**config.mk**
```make
export PLATFORM = sky130hd
export DESIGN_NAME = start_end_byte_frame_receiver
export DESIGN_NICKNAME = d
export VERILOG_FILES = /design/src/sv/sebfr_pkg.sv /design/src/sv/start_end_byte_frame_receiver.sv /design/src/sv/sebfr_ram.sv /design/src/sv/sebfr_out_fifo.sv
export SDC_FILE = /design/constraint.sdc
export NUM_CORES = 1
export LEC_CHECK = 0
export BUFFER_PORTS_ARGS = -buffer_cell sky130_fd_sc_hd__buf_2
export CAP_MARGIN = 30
export CORE_MARGIN = 2
export CORE_UTILIZATION = 55
export DETAILED_ROUTE_END_ITERATION = 10
export PLACE_DENSITY_LB_ADDON = 0.3
export REMOVE_ABC_BUFFERS = 1
export SKIP_CTS_REPAIR_TIMING = 1
export SYNTH_ARGS = -nofsm -noshare
export SYNTH_HDL_FRONTEND = slang
export SYNTH_SLANG_ARGS = --single-unit
export TNS_END_PERCENT = 5
```
**constraint.sdc**
```tcl
create_clock -name clk_i -period 6.85 [get_ports clk_i]
set_input_delay 0.685 -clock clk_i [delete_from_list [all_inputs] [get_ports clk_i]]
set_output_delay 0.685 -clock clk_i [all_outputs]
set_load 0.005 [all_outputs]
```
**src/sv/sebfr_pkg.sv**
```systemverilog
package sebfr_pkg;

  // command codes carried on the action field
  typedef enum logic [1:0] {
    ACT_RECV  = 2'd0,
    ACT_READ  = 2'd1,
    ACT_CLEAR = 2'd2
  } action_e;

  // frame delimiters
  localparam logic [7:0] START_BYTE = 8'hAA;
  localparam logic [7:0] END_BYTE   = 8'hBB;

  // output queue geometry
  localparam int unsigned OUT_DEPTH = 3;
  localparam int unsigned OUT_PTR_W = 2;
  localparam int unsigned OUT_CNT_W = 2;

  // one result word
  typedef struct packed {
    logic       frame_done;
    logic       frame_active;
    logic [5:0] byte_count;
    logic [7:0] read_data;
  } result_t;

endpackage

```
**src/sv/start_end_byte_frame_receiver.sv**
```systemverilog
// Start/end delimited frame receiver. Each input word carries an action: receive a
// byte, read one stored payload entry, or clear the frame status. Bytes after the
// start byte 0xAA are stored at the running count; the end byte 0xBB marks the frame
// done and stores 0 at the count without advancing it; a start byte always restarts
// the frame, and reaching BUF_DEPTH stored bytes drops the frame. One word is taken
// every cycle while the input is not stalled; its result word passes through the read
// stage, which holds the registered read port of the payload memory, and then a
// three-entry output queue that keeps the input flowing while the output side stalls;
// the input stalls once the memory read stage and that queue together hold three
// words, so a word in the read stage always finds room in the queue. The payload
// memory needs no clearing after reset.
module start_end_byte_frame_receiver #(
  parameter int unsigned BUF_DEPTH = 64
) (
  input  logic       clk_i,
  input  logic       rst_ni,
  input  logic       in_valid_i,
  output logic       in_stall_o,
  input  logic [1:0] action_i,
  input  logic [7:0] rx_byte_i,
  input  logic [5:0] read_index_i,
  output logic       out_valid_o,
  input  logic       out_stall_i,
  output logic       frame_done_o,
  output logic       frame_active_o,
  output logic [5:0] byte_count_o,
  output logic [7:0] read_data_o
);

  localparam int unsigned CW = $clog2(BUF_DEPTH);
  localparam int unsigned OW = (CW > 6) ? CW : 6;

  logic                 accept;
  logic                 done_q, done_d;
  logic                 active_q, active_d;
  logic [CW-1:0]        count_q, count_d;
  logic [CW:0]          count_n;
  logic [CW:0]          count_inc;
  logic                 ram_we;
  logic [7:0]           ram_wdata;
  logic                 ram_re;
  logic [CW-1:0]        ram_raddr;
  logic [7:0]           ram_rdata;
  logic [CW+5:0]        idx_ext;
  logic                 idx_in_range;
  logic [OW-1:0]        count_ext;

  // read stage between acceptance and the output queue
  logic                 s1_valid_q;
  logic                 s1_done_q;
  logic                 s1_active_q;
  logic [5:0]           s1_count_q;
  logic                 s1_rd_q;
  sebfr_pkg::result_t   s1_res;
  sebfr_pkg::result_t   out_res;
  logic [sebfr_pkg::OUT_CNT_W-1:0] q_count;
  logic [2:0]           occupancy;

  // input flow control from registered occupancy only
  assign occupancy  = 3'(q_count) + 3'(s1_valid_q);
  assign in_stall_o = (occupancy >= 3'(sebfr_pkg::OUT_DEPTH));
  assign accept     = in_valid_i && !in_stall_o;

  // read address and range check
  assign idx_ext      = (CW + 6)'(read_index_i);
  assign ram_raddr    = idx_ext[CW-1:0];
  assign idx_in_range = (32'(read_index_i) < BUF_DEPTH);

  assign count_inc = {1'b0, count_q} + 1'b1;

  // frame state update
  always_comb begin
    done_d    = done_q;
    active_d  = active_q;
    count_n   = {1'b0, count_q};
    ram_we    = 1'b0;
    ram_wdata = rx_byte_i;
    ram_re    = 1'b0;
    if (accept) begin
      case (action_i)
        sebfr_pkg::ACT_RECV: begin
          if (active_q) begin
            ram_we = 1'b1;
            if (rx_byte_i == sebfr_pkg::END_BYTE) begin
              done_d    = 1'b1;
              ram_wdata = '0;
            end else begin
              count_n = count_inc;
            end
          end
          if (rx_byte_i == sebfr_pkg::START_BYTE) begin
            count_n  = '0;
            done_d   = 1'b0;
            active_d = 1'b1;
          end
          if (count_n == (CW + 1)'(BUF_DEPTH)) begin
            count_n  = '0;
            done_d   = 1'b0;
            active_d = 1'b0;
          end
        end
        sebfr_pkg::ACT_READ: begin
          ram_re = idx_in_range;
        end
        sebfr_pkg::ACT_CLEAR: begin
          count_n  = '0;
          done_d   = 1'b0;
          active_d = 1'b0;
        end
        default: begin
        end
      endcase
    end
    count_d = count_n[CW-1:0];
  end

  assign count_ext = OW'(count_d);

  always_ff @(posedge clk_i or negedge rst_ni) begin
    if (!rst_ni) begin
      done_q     <= 1'b0;
      active_q   <= 1'b0;
      count_q    <= '0;
      s1_valid_q <= 1'b0;
    end else begin
      done_q     <= done_d;
      active_q   <= active_d;
      count_q    <= count_d;
      s1_valid_q <= accept;
    end
  end

  // status captured alongside the memory read
  always_ff @(posedge clk_i) begin
    if (accept) begin
      s1_done_q   <= done_d;
      s1_active_q <= active_d;
      s1_count_q  <= count_ext[5:0];
      s1_rd_q     <= ram_re;
    end
  end

  sebfr_ram #(
    .WIDTH (8),
    .DEPTH (BUF_DEPTH)
  ) u_payload_ram (
    .clk_i   (clk_i),
    .we_i    (ram_we),
    .waddr_i (count_q),
    .wdata_i (ram_wdata),
    .re_i    (ram_re),
    .raddr_i (ram_raddr),
    .rdata_o (ram_rdata)
  );

  // assemble the result word
  always_comb begin
    s1_res.frame_done   = s1_done_q;
    s1_res.frame_active = s1_active_q;
    s1_res.byte_count   = s1_count_q;
    s1_res.read_data    = s1_rd_q ? ram_rdata : 8'd0;
  end

  sebfr_out_fifo u_out_fifo (
    .clk_i   (clk_i),
    .rst_ni  (rst_ni),
    .push_i  (s1_valid_q),
    .data_i  (s1_res),
    .pop_i   (!out_stall_i),
    .valid_o (out_valid_o),
    .data_o  (out_res),
    .count_o (q_count)
  );

  assign frame_done_o   = out_res.frame_done;
  assign frame_active_o = out_res.frame_active;
  assign byte_count_o   = out_res.byte_count;
  assign read_data_o    = out_res.read_data;

endmodule

```
**src/sv/sebfr_ram.sv**
```systemverilog
module sebfr_ram #(
  parameter int unsigned WIDTH = 8,
  parameter int unsigned DEPTH = 64
) (
  input  logic                     clk_i,
  input  logic                     we_i,
  input  logic [$clog2(DEPTH)-1:0] waddr_i,
  input  logic [WIDTH-1:0]         wdata_i,
  input  logic                     re_i,
  input  logic [$clog2(DEPTH)-1:0] raddr_i,
  output logic [WIDTH-1:0]         rdata_o
);

  logic [WIDTH-1:0] mem [DEPTH];
  logic [WIDTH-1:0] rdata_q;

  // one write port, one registered read port
  always_ff @(posedge clk_i) begin
    if (we_i) begin
      mem[waddr_i] <= wdata_i;
    end
    if (re_i) begin
      rdata_q <= mem[raddr_i];
    end
  end

  assign rdata_o = rdata_q;

endmodule

```
**src/sv/sebfr_out_fifo.sv**
```systemverilog
module sebfr_out_fifo (
  input  logic                                clk_i,
  input  logic                                rst_ni,
  input  logic                                push_i,
  input  sebfr_pkg::result_t                  data_i,
  input  logic                                pop_i,
  output logic                                valid_o,
  output sebfr_pkg::result_t                  data_o,
  output logic [sebfr_pkg::OUT_CNT_W-1:0]     count_o
);

  sebfr_pkg::result_t                      mem_q [sebfr_pkg::OUT_DEPTH];
  logic [sebfr_pkg::OUT_PTR_W-1:0]         wr_ptr_q, wr_ptr_d;
  logic [sebfr_pkg::OUT_PTR_W-1:0]         rd_ptr_q, rd_ptr_d;
  logic [sebfr_pkg::OUT_CNT_W-1:0]         cnt_q, cnt_d;
  logic                                    do_pop;

  localparam logic [sebfr_pkg::OUT_PTR_W-1:0] LastPtr =
    sebfr_pkg::OUT_PTR_W'(sebfr_pkg::OUT_DEPTH - 1);

  assign do_pop = pop_i && (cnt_q != '0);

  // pointer and fill level updates
  always_comb begin
    wr_ptr_d = wr_ptr_q;
    rd_ptr_d = rd_ptr_q;
    cnt_d    = cnt_q;
    if (push_i) begin
      wr_ptr_d = (wr_ptr_q == LastPtr) ? '0 : wr_ptr_q + 1'b1;
    end
    if (do_pop) begin
      rd_ptr_d = (rd_ptr_q == LastPtr) ? '0 : rd_ptr_q + 1'b1;
    end
    if (push_i && !do_pop) begin
      cnt_d = cnt_q + 1'b1;
    end else if (!push_i && do_pop) begin
      cnt_d = cnt_q - 1'b1;
    end
  end

  always_ff @(posedge clk_i or negedge rst_ni) begin
    if (!rst_ni) begin
      wr_ptr_q <= '0;
      rd_ptr_q <= '0;
      cnt_q    <= '0;
    end else begin
      wr_ptr_q <= wr_ptr_d;
      rd_ptr_q <= rd_ptr_d;
      cnt_q    <= cnt_d;
    end
  end

  // queue storage
  always_ff @(posedge clk_i) begin
    if (push_i) begin
      mem_q[wr_ptr_q] <= data_i;
    end
  end

  assign valid_o = (cnt_q != '0);
  assign data_o  = mem_q[rd_ptr_q];
  assign count_o = cnt_q;

endmodule
```
# [Yosys cells after proc, flatten, opt, wreduce, memory -nomap -nowiden]
# Memories as Yosys holds them, arrays and structs flattened. A register that Yosys moved wholly into a read port is not among the register bits.
# Cells that the tools add are included.
[word_totals] register_bits=24 latchBits=0 ramBits=560 rom_bits=0 inputBits=20 out_inout_bits=18 memories=2
[memory_table] name="u_payload_ram.mem" depth=64 width=8 rd=1 rd_clocked_by_memory_dff=1 write_ports=1 line="sebfr_ram.sv:14" text="logic [WIDTH-1:0] mem [DEPTH];"
[memory_table] name="u_out_fifo.mem_q" depth=3 width=16 rd=1 rd_clocked_by_memory_dff=0 write_ports=1 line="sebfr_out_fifo.sv:12" text="sebfr_pkg::result_t mem_q [sebfr_pkg::OUT_DEPTH];"
[classes] n_addsub=6 multipliers=0 div_mod_pow=0 magnitude_cmp=1 n_eq_ne=7 n_shift=0 n_mux=36 n_bitwise=0 reduce_logical=11
[op_table] operator="2-to-1 mux 8 bit" count=5
[op_table] operator="2-to-1 mux 7 bit" count=5
[op_table] operator="2-to-1 mux 1 bit" count=17
[op_table] operator="== test 8 bit, second input constant" count=2
[op_table] operator="2-to-1 mux 6 bit" count=2
[op_table] operator="case mux 6 bit (2 select lines)" count=1
[op_table] operator="2-to-1 mux 2 bit" count=4
[op_table] operator="adder 6 x 1 -> 7 bit, second input constant" count=1
[op_table] operator="== test 7 bit, second input constant" count=1
[op_table] operator="adder 2 x 1 -> 2 bit, second input constant" count=3
[op_table] operator="== test 2 bit, second input constant" count=3
[op_table] operator="logical AND 1 bit" count=4
[op_table] operator="zero test 1 bit" count=4
[op_table] operator="case mux 1 bit (2 select lines)" count=2
[op_table] operator="nonzero test 2 bit" count=2
[op_table] operator="adder 2 x 1 -> 3 bit" count=1
[op_table] operator=">= comparator 3 x 2 -> 1 bit, second input constant" count=1
[op_table] operator="== test 2 x 1 -> 1 bit, second input constant" count=1
[op_table] operator="zero test 2 bit" count=1
[op_table] operator="subtractor 2 x 1 -> 2 bit, second input constant" count=1

# [Logic depth before layout (Yosys ltp)]
# Gate-level depths: netlist of the first run.
[logic_depth] word_depth=10 depth_mapped=9 ltp_nobuf=7

# [Cells and area by module]
# A second synthesis of the first run with hierarchy kept.
[hier_totals] hier_cells=1182 area_unflattened_um2=23458.7
[modules_own_cells] mod="sebfr_ram" n_inst=1 cells_per_inst=940 area_per_inst_um2=20246.9 seq_area_each_um2=15615.0
[modules_own_cells] mod="sebfr_out_fifo" n_inst=1 cells_per_inst=127 area_per_inst_um2=2072.0 seq_area_each_um2=1591.5
[modules_own_cells] mod="start_end_byte_frame_receiver" n_inst=1 cells_per_inst=115 area_per_inst_um2=1139.8 seq_area_each_um2=495.5

# [Least setup slack after synthesis of the first run]
# OpenSTA, ideal clock, no wires.
[synth_path] path_type="flip-flop to flip-flop" startpoint="reg s1_valid_q" endpoint="mem u_payload_ram.mem[0][0], data pin" arrival_ns=3.082 t_required_ns=6.334 slack_ns=3.252 path_stages_with_launch=8 n_path_buf=1 cell_sequence="dfrtp_1 -> ha_1 -> ha_1 -> and3b_1 -> or4b_1 -> clkbuf_1 -> nor4_2 -> nor2b_1"
[synth_via] elab_chain_len=5
[synth_lines] element="start, declared" line="start_end_byte_frame_receiver.sv:49" text="logic s1_valid_q;"
[synth_lines] element="start signal, assigned" line="start_end_byte_frame_receiver.sv:129" text="s1_valid_q <= accept;"
[synth_lines] element="adder 2 x 1 -> 3 bit" line="start_end_byte_frame_receiver.sv:60" text="assign occupancy = 3'(q_count) + 3'(s1_valid_q);"
[synth_lines] element=">= comparator 3 x 2 -> 1 bit" line="start_end_byte_frame_receiver.sv:61" text="assign in_stall_o = (occupancy >= 3'(sebfr_pkg::OUT_DEPTH));"
[synth_lines] element="zero test 1 bit" line="start_end_byte_frame_receiver.sv:62" text="assign accept = in_valid_i && !in_stall_o;"
[synth_lines] element="logical AND 1 bit" line="start_end_byte_frame_receiver.sv:62"
[synth_lines] element="2-to-1 mux 8 bit" line="start_end_byte_frame_receiver.sv:79" text="if (accept) begin"
[synth_lines] element="via ram_wdata[0]" line="start_end_byte_frame_receiver.sv:40" text="logic [7:0] ram_wdata;"
[synth_lines] element="end, declared" line="sebfr_ram.sv:14"
# The timed path passes the listed nets, and every way through them passes these cells.

# [Final worst setup path of the first run]
[layout_path] startpoint="reg s1_valid_q" endpoint="mem u_payload_ram.mem[30][7] (enable)"
[layout_via] elab_chain_len=7
[layout_lines] element="adder 2 x 1 -> 3 bit" line="start_end_byte_frame_receiver.sv:60"
[layout_lines] element=">= comparator 3 x 2 -> 1 bit" line="start_end_byte_frame_receiver.sv:61"
[layout_lines] element="zero test 1 bit" line="start_end_byte_frame_receiver.sv:62"
[layout_lines] element="logical AND 1 bit" line="start_end_byte_frame_receiver.sv:62"
[layout_lines] element="2-to-1 mux 1 bit" line="start_end_byte_frame_receiver.sv:79"
[layout_lines] element="2-to-1 mux 1 bit" line="sebfr_ram.sv:19" text="if (we_i) begin"
[layout_lines] element="2-to-1 mux 1 bit (implied by the code)" line="sebfr_ram.sv:20" text="mem[waddr_i] <= wdata_i;"
# Every way passes these cells.

==> results of run 1 <==
final cells by class:
| type | instances | area [um^2] |
|---|---|---|
| sequential | 592 | 17700 |
| fill | 2925 | 16200 |
| multi-input combinational | 538 | 5420 |
| clock buffer | 78 | 1550 |
| tap | 539 | 674 |
| timing repair buffer | 55 | 333 |
| clock inverter | 18 | 105 |
| inverter | 4 | 15.0 |
sequential cells by signal (all words and copies together), names as in the netlist:
| register | count |
|---|---|
| s1_done_q | 1 |
| active_q | 1 |
| s1_active_q | 1 |
| u_payload_ram.mem | 512 |
| u_out_fifo.mem_q | 48 |
| u_payload_ram.rdata_o | 8 |
| u_out_fifo.rd_ptr_q | 2 |
| done_q | 1 |
| count_q | 6 |
| s1_valid_q | 1 |
| s1_rd_q | 1 |
| s1_count_q | 6 |
| u_out_fifo.count_o | 2 |
| u_out_fifo.wr_ptr_q | 2 |
worst register-to-register path: stages (launching register included):
cell	delay, ns
sky130_fd_sc_hd__dfrtp_1	0.42
sky130_fd_sc_hd__ha_1	0.24
sky130_fd_sc_hd__ha_1	0.26
sky130_fd_sc_hd__and3b_1	0.20
sky130_fd_sc_hd__or4b_1	0.74
sky130_fd_sc_hd__nor3_2	0.31
sky130_fd_sc_hd__nand4_1	0.81
sky130_fd_sc_hd__nor2_1	0.91
cells in the final DEF (no fill, tap or decap), types with 5 or more instances in the layout:
master and n:
sky130_fd_sc_hd__mux2i_1 68, sky130_fd_sc_hd__edfxtp_1 577, sky130_fd_sc_hd__nand2_1 36, sky130_fd_sc_hd__clkbuf_1 17, sky130_fd_sc_hd__a311oi_1 5, sky130_fd_sc_hd__a22oi_1 6, sky130_fd_sc_hd__buf_4 18, sky130_fd_sc_hd__buf_2 35
sky130_fd_sc_hd__a211oi_1 15, sky130_fd_sc_hd__ha_1 5, sky130_fd_sc_hd__mux4_1 7, sky130_fd_sc_hd__nor2_1 84, sky130_fd_sc_hd__nor2b_1 20, sky130_fd_sc_hd__o32ai_1 5, sky130_fd_sc_hd__clkbuf_16 57, sky130_fd_sc_hd__nor2b_4 5
sky130_fd_sc_hd__and2_1 10, sky130_fd_sc_hd__o21ai_0 30, sky130_fd_sc_hd__a221o_1 5, sky130_fd_sc_hd__nor3_1 10, sky130_fd_sc_hd__mux4_2 105, sky130_fd_sc_hd__nand2b_1 6, sky130_fd_sc_hd__nand3_1 12, sky130_fd_sc_hd__mux2_2 18
sky130_fd_sc_hd__a21oi_1 21, sky130_fd_sc_hd__dfrtp_1 15, sky130_fd_sc_hd__o22ai_1 5, sky130_fd_sc_hd__clkinv_1 12
kinds of logic after synthesis:
family / share of synthesized area (%)
buf+inv: 1.71
xor+xnor: 0.149
fa+ha+maj: 0.267
simple gates: 4.44
compound gates: 3.40
flops: 75.4
mux: 14.6
stage by stage:
step,instance area (um^2),power (mW)
2_1_floorplan,23100,4.64
3_3_place_gp,24100,4.95
3_5_place_dp,24100,4.97
4_1_cts,25800,7.77
5_1_grt,25800,7.96
6_report,25800,7.72
layer usage:
layer | up-vias | share of wire, %
met3 | 81 | 7.2
li1 | 4975 | -
met4 | 0 | 2.7
met1 | 5920 | 41
met2 | 444 | 50
met5 | - | 0
path summary, 6_finish.rpt:
| check | from | slack, ns | to |
|---|---|---|---|
| max | s1_valid_q$_DFF_PN0_ | 2.59 | u_payload_ram.mem[30][7]$_DFFE_PP_ |
| min | rst_ni | -0.01 | count_q[0]$_DFF_PN0_ |
| max reg2reg | s1_valid_q$_DFF_PN0_ | 2.59 | u_payload_ram.mem[30][7]$_DFFE_PP_ |
| min reg2reg | s1_count_q[4]$_DFFE_PP_ | 0.48 | u_out_fifo.mem_q[0][12]$_DFFE_PP_ |
| max in group asynchronous | rst_ni | 6.60 | count_q[4]$_DFF_PN0_ |
| min in group clk_i | rx_byte_i[2] | 0.47 | u_payload_ram.mem[16][2]$_DFFE_PP_ |
power by group:
part / leakage (nW) / total [mW] / switching [mW] / internal (mW)
registers: 5.41 / 4.24 / 0.109 / 4.14
logic: 2.07 / 0.638 / 0.370 / 0.268
clock network: 0.796 / 2.84 / 1.25 / 1.59
total: 8.27 / 7.72 / 1.73 / 6.00
synth_stat cells, drive strengths merged (2+ instances only):
master	n
a22oi	6
nand3b	3
ha	5
o31ai	4
mux4	112
o22ai	5
nor2	86
edfxtp	577
nor3b	2
o22a	2
a221o	5
a311oi	5
and3b	2
or2	2
mux2i	68
nor3	12
o221ai	2
clkbuf	27
dfrtp	15
mux2	18
xnor2	2
nand3	12
o221a	2
buf	41
inv	4
nand2	36
a2111oi	4
nor2b	25
a21o	3
a211oi	15
o32ai	5
xor2	2
and2	10
nand2b	6
a21oi	21
nand4	4
and3	4
o21ai	32
==> Flow_metrics.wiki, run 1 <==
{| class="wikitable"
! Metric !! Value
|-
| Final RePlAce weighted congestion || 0.800
|-
| Clock Latency Late Sink || 0.60 ns
|-
| Pin count of the biggest net entering global routing || 67
|-
| Depth of the worst register-to-register path || 7
|-
| Count of state elements after synthesis || 592
|-
| Count of endpoints failing hold in the final timing report || 15
|-
| 1st-pass router iterations || 6
|-
| Wire length of the first global-routing pass || 72800 um
|-
| Met2 global-route usage || 37.0%
|-
| Aggregate global routing overflow || 0
|-
| Asr flop ratio synth || 2.53%
|-
| Maximum buffer depth of the clock tree || 3
|-
| Critical path start-end classification || reg -> reg
|-
| Run status || finished, violations left
|-
| Share of final-layout standard cells stronger than drive strength 1 || 20.4%
|-
| Global-route usage over all layers || 22.5%
|-
| Leakage power of the design || 8.27 nW
|-
| Die footprint || 44300 um^2
|-
| Site row count || 75
|-
| Avg Cell Area, Syn || 19.5 um^2
|-
| Post-Synthesis Cell Area || 23500 um^2
|-
| Port Buffer Count || 37
|-
| Highest cell delay on the worst timing path || 0.90 ns
|-
| Most numerous cell on the critical path || sky130_fd_sc_hd__ha_1
|-
| Worst-case setup slack after placement || 2.80 ns
|-
| Worst Path Required || 7.08 ns
|-
| Vias after detailed routing || 11400
|-
| Count of pins on the block boundary || 38
|-
| Portion of synthesized cell area occupied by the leading cell type || 73.8%
|-
| Worst supply voltage drop on vdd || 0.178 mV
|-
| Grt peak-use layer || met2
|-
| Delay-heaviest family, CP || simple AND/OR/NAND/NOR gates
|-
| Max FO, Critical Path || 14
|-
| Final antenna-violating net count || 0
|-
| Antenna violations before repair || 0
|-
| Fin worst setup slack || 2.59 ns
|-
| Final hold slack || -0.0147 ns
|-
| Share of the clock period used by the worst path || 62.1%
|-
| Number of setup violations in the final report || 0
|-
| Post-route insts no fill || 1824
|-
| Sum of buffers and inverters on the critical path || 0
|-
| Crit path time final || 4.26 ns
|-
| Clock slew at reported path FFs || 0.06 ns
|-
| Number of pins with negative max-slew slack in the final report || 0
|-
| Worst Clk Skew || 0.0242 ns
|-
| Post-synthesis instance total || 1202
|-
| CP endpoint kind || register
|-
| Via density per instance || 6.26
|-
| Placed cells || 1728
|-
| CP cell instances || ha_1, ha_1, and3b_1, or4b_1, nor3_2, nand4_1, nor2_1
|-
| Max H-tree Level || 2
|-
| DRC violations left || 0
|-
| Die Width || 211 um
|-
| Number of synthesized flops with an enable pin || 577
|-
| Worst rel slew slack || 35.1%
|-
| Violated checks || negative hold slack
|-
| Prevailing post-synth register cell || sky130_fd_sc_hd__edfxtp_1
|-
| Initial detailed-routing violation count || 1226
|-
| Cts bufs inserted || 55
|-
| Util after Layout || 61.4%
|-
| Number of diodes added for antenna fixing || 0
|-
| Actual slew at the worst max-slew pin || 0.970 ns
|-
| Met1 GRT Util || 30.9%
|-
| Post-synthesis cell type with the largest combined area || sky130_fd_sc_hd__edfxtp_1
|-
| Power per Cell Area || 299 nW/um^2
|-
| CTS tree || done
|-
| Core area || 42000 um^2
|-
| Slowest stage cell on the critical path || sky130_fd_sc_hd__nor2_1
|-
| Routed length per placed instance || 26.7 um
|-
| Count of synthesis-stage warnings from yosys || 0
|-
| Top area cells in the synthesized netlist || sky130_fd_sc_hd__edfxtp_1 (74%), sky130_fd_sc_hd__mux4_2 (10%), sky130_fd_sc_hd__mux2i_1 (2.9%)
|-
| Crit. path cell count || 7
|-
| Final setup TNS || 0 ns
|-
| Die Span Y || 211 um
|-
| Maximum achievable frequency || 235 MHz
|-
| Arrival time worst endpoint || 4.48 ns
|-
| Max-cap viol count || 0
|-
| Number of nets in the final layout || 1271
|-
| Syn-to-layout area delta || 9.91%
|-
| Initial Utilization || 55.8%
|-
| Clock Sinks || 592
|-
| Classification of the worst-slack hold path || in -> async
|-
| Seq/Total Area, Yosys || 75.4%
|-
| DRT Wirelength || 48800 um
|-
| Type of origin of the critical path || register
|-
| Clock Tree Root || sky130_fd_sc_hd__clkbuf_16
|-
| RSZ-0062 raised after global routing || false
|-
| Distinct cell type count of the synthesized netlist || 61
|-
| Detailed Place HPWL || 29400 um
|-
| Grt met3 use || 4.19%
|-
| Via count of the first global-routing pass || 11600
|}
Power figures use the tool's default switching activity.
==> inputs of run 2 (changes only) <==
- clock period: 6.85 -> 4.2 ns (I/O delays scaled with it)
==> Flow_metrics.wiki, run 2 (same netlist as run 1, synthesis figures left out) <==
{| class="wikitable"
! Metric !! Value
|-
| Run status || complete, no violations
|-
| 1st-pass router iterations || 7 (+1)
|-
| Most frequent standard cell in the layout excluding fill and tap cells || sky130_fd_sc_hd__edfxtp_1
|-
| Number of diodes added for antenna fixing || 0 (unchanged)
|-
| Number of instances on the worst hold path || 1
|-
| Max-cap viol count || 0 (unchanged)
|-
| Arrival time worst endpoint || 3.81 ns (-0.67 ns)
|-
| Share of the clock period used by the worst path || 85.2% (+23 points)
|-
| Pin count of the biggest net entering global routing || 66 (-1.5%)
|-
| CTS tree || done
|-
| Die footprint || 44300 um^2 (unchanged)
|-
| Final antenna-violating net count || 0 (unchanged)
|-
| Cts bufs inserted || 56 (+1.8%)
|-
| CP endpoint kind || register
|-
| Final setup TNS || 0 ns (unchanged)
|-
| Clock slew at reported path FFs || 0.06 ns (about the same)
|-
| Number of nets in the final layout || 1307 (+2.8%)
|-
| DRC violations left || 0 (unchanged)
|-
| Die Span Y || 211 um (unchanged)
|-
| Number of flip-flops in the largest register || 512 (unchanged)
|-
| Crit path time final || 3.58 ns (-0.679 ns)
|-
| Core area || 42000 um^2 (unchanged)
|-
| Slack of the worst reg-to-reg path || 0.62 ns (-1.97 ns)
|-
| Leakage power of the design || 8.56 nW (+3.4%)
|-
| Depth of the worst register-to-register path || 7 (unchanged)
|-
| Via count of the first global-routing pass || 11800 (+2.0%)
|-
| Classification of the worst-slack hold path || in -> reg
|-
| Number of setup violations in the final report || 0 (unchanged)
|-
| Wire length of the first global-routing pass || 75300 um (+3.4%)
|-
| Initial Utilization || 55.8% (unchanged)
|-
| DRT Wirelength || 50100 um (+2.8%)
|-
| Die Width || 211 um (unchanged)
|-
| Max FO, Critical Path || 8 (-6)
|-
| Count of endpoints failing hold in the final timing report || 0 (-15)
|-
| Max H-tree Level || 2 (unchanged)
|-
| Port Buffer Count || 37 (unchanged)
|-
| Worst Hold Launch || rx_byte_i[2]
|-
| Antenna violations before repair || 0 (unchanged)
|-
| Actual slew at the worst max-slew pin || 0.980 ns (+0.00983 ns)
|-
| Clock Tree Root || sky130_fd_sc_hd__clkbuf_16
|-
| Worst Hold Endpoint || u_payload_ram.mem[16][2]$_DFFE_PP_
|-
| Count of pins on the block boundary || 38 (unchanged)
|-
| Critical register-to-register path startpoint || s1_valid_q$_DFF_PN0_
|-
| Aggregate global routing overflow || 0 (unchanged)
|-
| Number of pins with negative max-slew slack in the final report || 0 (unchanged)
|-
| Filler cell count || 2829 (-3.3%)
|-
| Worst Path Required || 4.43 ns (-2.65 ns)
|-
| Most used cells in the layout excluding fill and tap cells || sky130_fd_sc_hd__edfxtp_1 (577), sky130_fd_sc_hd__mux4_2 (105), sky130_fd_sc_hd__nor2_1 (84), sky130_fd_sc_hd__mux2i_1 (68), sky130_fd_sc_hd__clkbuf_16 (58)
|-
| Final RePlAce weighted congestion || 0.854 (+6.7%)
|-
| Type of origin of the critical path || register
|-
| RSZ-0062 raised after global routing || false
|-
| Detailed Place HPWL || 30700 um (+4.3%)
|-
| Vias after detailed routing || 11700 (+2.1%)
|-
| Routed length per placed instance || 26.8 um (+0.31%)
|-
| Global-route usage over all layers || 23.2% (+0.74 points)
|-
| Via density per instance || 6.24 (-0.34%)
|-
| Worst Clk Skew || 0.0196 ns (-0.00458 ns)
|-
| Site row count || 75 (unchanged)
|-
| Maximum achievable frequency || 279 MHz (+19%)
|-
| Initial detailed-routing violation count || 1226 (unchanged)
|-
| Power per Cell Area || 494 nW/um^2 (+65%)
|-
| Placed cells || 1762 (+2.0%)
|-
| Maximum buffer depth of the clock tree || 3 (unchanged)
|-
| Clock Latency Late Sink || 0.61 ns (about the same)
|-
| Worst supply voltage drop on vdd || 0.319 mV (+79%)
|-
| Post-route insts no fill || 1869 (+2.5%)
|-
| Worst rel slew slack || 34.7% (-0.46 points)
|-
| Share of final-layout standard cells stronger than drive strength 1 || 23.2% (+2.8 points)
|-
| Top reg by flops || u_payload_ram.mem
|-
| Critical path start-end classification || reg -> reg
|-
| Clock Sinks || 592 (unchanged)
|-
| End of the worst register-to-register path || u_payload_ram.mem[41][3]$_DFFE_PP_
|-
| Syn-to-layout area delta || 11.9%
|}
[run 2: through the flow]
step           total power, mW  area [um^2]  utilization, %  setup slack, ns  hold WS (ns)
2_1_floorplan             7.57        23100               -            0.541         0.124
3_3_place_gp              8.09        24400            58.1            0.740         0.340
3_5_place_dp              8.13        24400            58.1            0.677         0.347
4_1_cts                   13.1        26200            62.4            0.640        -0.308
5_1_grt                   13.4        26300            62.5            0.428         0.216
6_report                  13.0        26300            62.5            0.622         0.223
[run 2: worst max-delay path, cell delays in order, from the launching register on]
cell,delay [ns]
sky130_fd_sc_hd__dfrtp_1,0.42
sky130_fd_sc_hd__ha_1,0.24
sky130_fd_sc_hd__ha_1,0.27
sky130_fd_sc_hd__and3b_1,0.20
sky130_fd_sc_hd__or4b_1,0.58
sky130_fd_sc_hd__nor2_2,0.24
sky130_fd_sc_hd__nand3_1,0.53
sky130_fd_sc_hd__nor2_1,0.73
[run 2: area by class of cell]
| class | count | area (um^2) | area share (%) |
|---|---|---|---|
| clock buffers | 72 | 1520 | 5.80 |
| clock inverters | 34 | 294 | 1.12 |
| inverters | 4 | 15.0 | 0.0572 |
| multi-input cells | 538 | 5420 | 20.7 |
| flip-flops and latches | 592 | 17700 | 67.4 |
| well taps | 539 | 674 | 2.57 |
| repair buffers | 90 | 623 | 2.37 |
[run 2: where the power goes]
group,internal (mW),switching [mW]
logic,0.446,0.622
clock network,2.86,2.11
registers,6.74,0.177
[run 2: per-layer routing]
metal	global-route usage, %	share of wire, %	vias up
met1	32.5	40	6030
met3	4.08	7.5	76
met4	7.67	2.6	0
met2	37.8	49	496
met5	0	0	-
li1	-	-	5060
[run 2: worst max-delay path by stage]
stage	from	endpoint	cells past startpoint
after floorplan	s1_valid_q$_DFF_PN0_	u_payload_ram.mem[0][0]$_DFFE_PP_	6
after global placement	s1_valid_q$_DFF_PN0_	u_payload_ram.mem[12][6]$_DFFE_PP_	7
after detailed placement	s1_valid_q$_DFF_PN0_	u_payload_ram.mem[12][2]$_DFFE_PP_	7
after CTS	s1_valid_q$_DFF_PN0_	u_payload_ram.mem[12][2]$_DFFE_PP_	7
after global routing	s1_valid_q$_DFF_PN0_	u_payload_ram.mem[12][2]$_DFFE_PP_	7
final	s1_valid_q$_DFF_PN0_	u_payload_ram.mem[41][3]$_DFFE_PP_	7
==> inputs of run 3 (changes only) <==
- BUFFER_PORTS_ARGS: -buffer_cell sky130_fd_sc_hd__buf_2 -> -buffer_cell sky130_fd_sc_hd__buf_4
==> Flow_metrics.wiki, run 3 (same netlist as run 1, synthesis figures left out) <==
{| class="wikitable"
! Metric !! Value
|-
| Top reg by flops || u_payload_ram.mem
|-
| Die Span Y || 211 um (unchanged)
|-
| Power per Cell Area || 503 nW/um^2 (+1.9%)
|-
| Worst Clk Skew || 0.0185 ns (-0.00111 ns)
|-
| Grt peak-use layer || met2
|-
| Actual slew at the worst max-slew pin || 0.979 ns (-0.00148 ns)
|-
| Critical path start-end classification || reg -> reg
|-
| Multi-input gate area in the final layout || 5420 um^2 (unchanged)
|-
| Share of final-layout standard cells stronger than drive strength 1 || 24.9% (+1.7 points)
|-
| Site row count || 75 (unchanged)
|-
| Count of endpoints failing hold in the final timing report || 0 (unchanged)
|-
| Most frequent standard cell in the layout excluding fill and tap cells || sky130_fd_sc_hd__edfxtp_1
|-
| Crit path time final || 3.74 ns (+0.157 ns)
|-
| Count of pins on the block boundary || 38 (unchanged)
|-
| Max-cap viol count || 0 (unchanged)
|-
| Final setup TNS || 0 ns (unchanged)
|-
| Worst Path Required || 4.43 ns (about the same)
|-
| Number of nets in the final layout || 1320 (+0.99%)
|-
| RSZ-0062 raised after global routing || false
|-
| 1st-pass router iterations || 5 (-2)
|-
| Share of the clock period used by the worst path || 88.9% (+3.7 points)
|-
| Number of diodes added for antenna fixing || 0 (unchanged)
|-
| Syn-to-layout area delta || 13.4%
|-
| Arrival time worst endpoint || 3.96 ns (+0.15 ns)
|-
| Worst supply voltage drop on vdd || 0.311 mV (-2.5%)
|-
| Post-layout power || 13.4 mW (+3.3%)
|-
| Max H-tree Level || 2 (unchanged)
|-
| Die footprint || 44300 um^2 (unchanged)
|-
| Clock Latency Late Sink || 0.60 ns (about the same)
|-
| Maximum buffer depth of the clock tree || 3 (unchanged)
|-
| Clock Tree Root || sky130_fd_sc_hd__clkbuf_16
|-
| Met1 GRT Util || 33.0% (+0.52 points)
|-
| Filler cell count || 2816 (-0.46%)
|-
| Final RePlAce weighted congestion || 0.822 (-3.8%)
|-
| Initial Utilization || 55.8% (unchanged)
|-
| Port Buffer Count || 37 (unchanged)
|-
| Wire length of the first global-routing pass || 75800 um (+0.74%)
|-
| Grt met3 use || 4.28% (+0.19 points)
|-
| CP endpoint kind || register
|-
| Number of pins with negative max-slew slack in the final report || 0 (unchanged)
|-
| DRT Wirelength || 50600 um (+1.0%)
|-
| Antenna violations before repair || 0 (unchanged)
|-
| Number of flip-flops in the largest register || 512 (unchanged)
|-
| Clock slew at reported path FFs || 0.06 ns (about the same)
|-
| Number of setup violations in the final report || 0 (unchanged)
|-
| Most used cells in the layout excluding fill and tap cells || sky130_fd_sc_hd__edfxtp_1 (577), sky130_fd_sc_hd__mux4_2 (105), sky130_fd_sc_hd__buf_4 (97), sky130_fd_sc_hd__nor2_1 (84), sky130_fd_sc_hd__mux2i_1 (68)
|-
| Core area || 42000 um^2 (unchanged)
|-
| Routed length per placed instance || 27.0 um (+0.48%)
|-
| Detailed Place HPWL || 30400 um (-1.0%)
|-
| Clock Sinks || 592 (unchanged)
|-
| Cts bufs inserted || 56 (unchanged)
|-
| Vias after detailed routing || 11700 (+0.60%)
|-
| Classification of the worst-slack hold path || in -> reg
|-
| CTS tree || done
|-
| DRC violations left || 0 (unchanged)
|-
| Via count of the first global-routing pass || 11800 (+0.11%)
|-
| Pin count of the biggest net entering global routing || 66 (unchanged)
|-
| Type of origin of the critical path || register
|-
| Initial detailed-routing violation count || 1225 (-0.082%)
|-
| Maximum achievable frequency || 268 MHz (-4.2%)
|-
| Global-route usage over all layers || 23.4% (+0.20 points)
|-
| Leakage power of the design || 8.73 nW (+2.0%)
|-
| FF/Latch Area || 17700 um^2 (unchanged)
|-
| Max FO, Critical Path || 14 (+6)
|-
| Aggregate global routing overflow || 0 (unchanged)
|-
| Run status || complete, no violations
|-
| Met2 global-route usage || 37.6% (-0.19 points)
|-
| Die Width || 211 um (unchanged)
|-
| Final antenna-violating net count || 0 (unchanged)
|-
| Worst rel slew slack || 34.8% (+0.098 points)
|-
| Via density per instance || 6.24 (about the same)
|}
## run 3: changes by cell type in the layout (fill, tap and decap cells not counted)
cell	change
sky130_fd_sc_hd__clkbuf_1	-7
sky130_fd_sc_hd__buf_12	+1
sky130_fd_sc_hd__buf_4	+47
sky130_fd_sc_hd__clkbuf_8	+4
sky130_fd_sc_hd__clkinv_2	-2
sky130_fd_sc_hd__clkinv_8	-1
sky130_fd_sc_hd__clkinv_1	-8
sky130_fd_sc_hd__clkinv_4	+3
sky130_fd_sc_hd__buf_2	-35
sky130_fd_sc_hd__clkinvlp_4	+4
sky130_fd_sc_hd__bufinv_16	+5
sky130_fd_sc_hd__clkbuf_16	-1
## run 3: through the flow
stage                     std cells  hold WS [ns]  utilization (%)  setup WS [ns]  instance area (um^2)
after floorplan                1134         0.124                -          0.541                 23100
after global placement         1775         0.285             58.6          0.625                 24600
final                          1879         0.173             63.3          0.465                 26600
after detailed placement       1775         0.289             58.6          0.497                 24600
after global routing           1879         0.169             63.3          0.215                 26600
after CTS                      1878        -0.350             63.3          0.482                 26600
## run 3: worst paths after layout
check | cells past startpoint | slack (ns) | end | from
min in group asynchronous | 2 | 0.22 | u_out_fifo.rd_ptr_q[1]$_DFFE_PN0P_ | rst_ni
max reg2reg | 7 | 0.46 | u_payload_ram.mem[44][2]$_DFFE_PP_ | s1_valid_q$_DFF_PN0_
max | 7 | 0.46 | u_payload_ram.mem[44][2]$_DFFE_PP_ | s1_valid_q$_DFF_PN0_
min reg2reg | 0 | 0.47 | u_out_fifo.mem_q[1][8]$_DFFE_PP_ | s1_count_q[0]$_DFFE_PP_
max in group asynchronous | 2 | 3.80 | count_q[3]$_DFF_PN0_ | rst_ni
min | 2 | 0.17 | count_q[1]$_DFF_PN0_ | action_i[1]
## run 3: per-layer routing
layer,routed length [um],up-vias
li1,-,5092
met1,20800,6037
met2,24500,494
met3,3780,109
met4,1540,0
met5,0,-
## run 3: critical path, stage by stage (launching register included)
cell and delay [ns]:
sky130_fd_sc_hd__dfrtp_1 0.42, sky130_fd_sc_hd__ha_1 0.23, sky130_fd_sc_hd__ha_1 0.27, sky130_fd_sc_hd__and3b_1 0.20, sky130_fd_sc_hd__or4b_1 0.74, sky130_fd_sc_hd__nor3_2 0.31
sky130_fd_sc_hd__nand2_1 0.49, sky130_fd_sc_hd__nor2_1 0.70
## run 3: final cells by class
class	instances	share of cell area, %
multi-input combinational	538	20.4
tap	539	2.53
inverter	4	0.0564
clock buffer	68	5.74
sequential	592	66.5
clock inverter	35	1.67
timing repair buffer	103	3.08
## run 3: where the power goes
| part | switching (mW) | internal, mW | leakage [nW] |
|---|---|---|---|
| clock network | 2.13 | 3.20 | 0.955 |
| registers | 0.176 | 6.74 | 5.41 |
| logic | 0.623 | 0.513 | 2.37 |
| total | 2.93 | 10.5 | 8.73 |
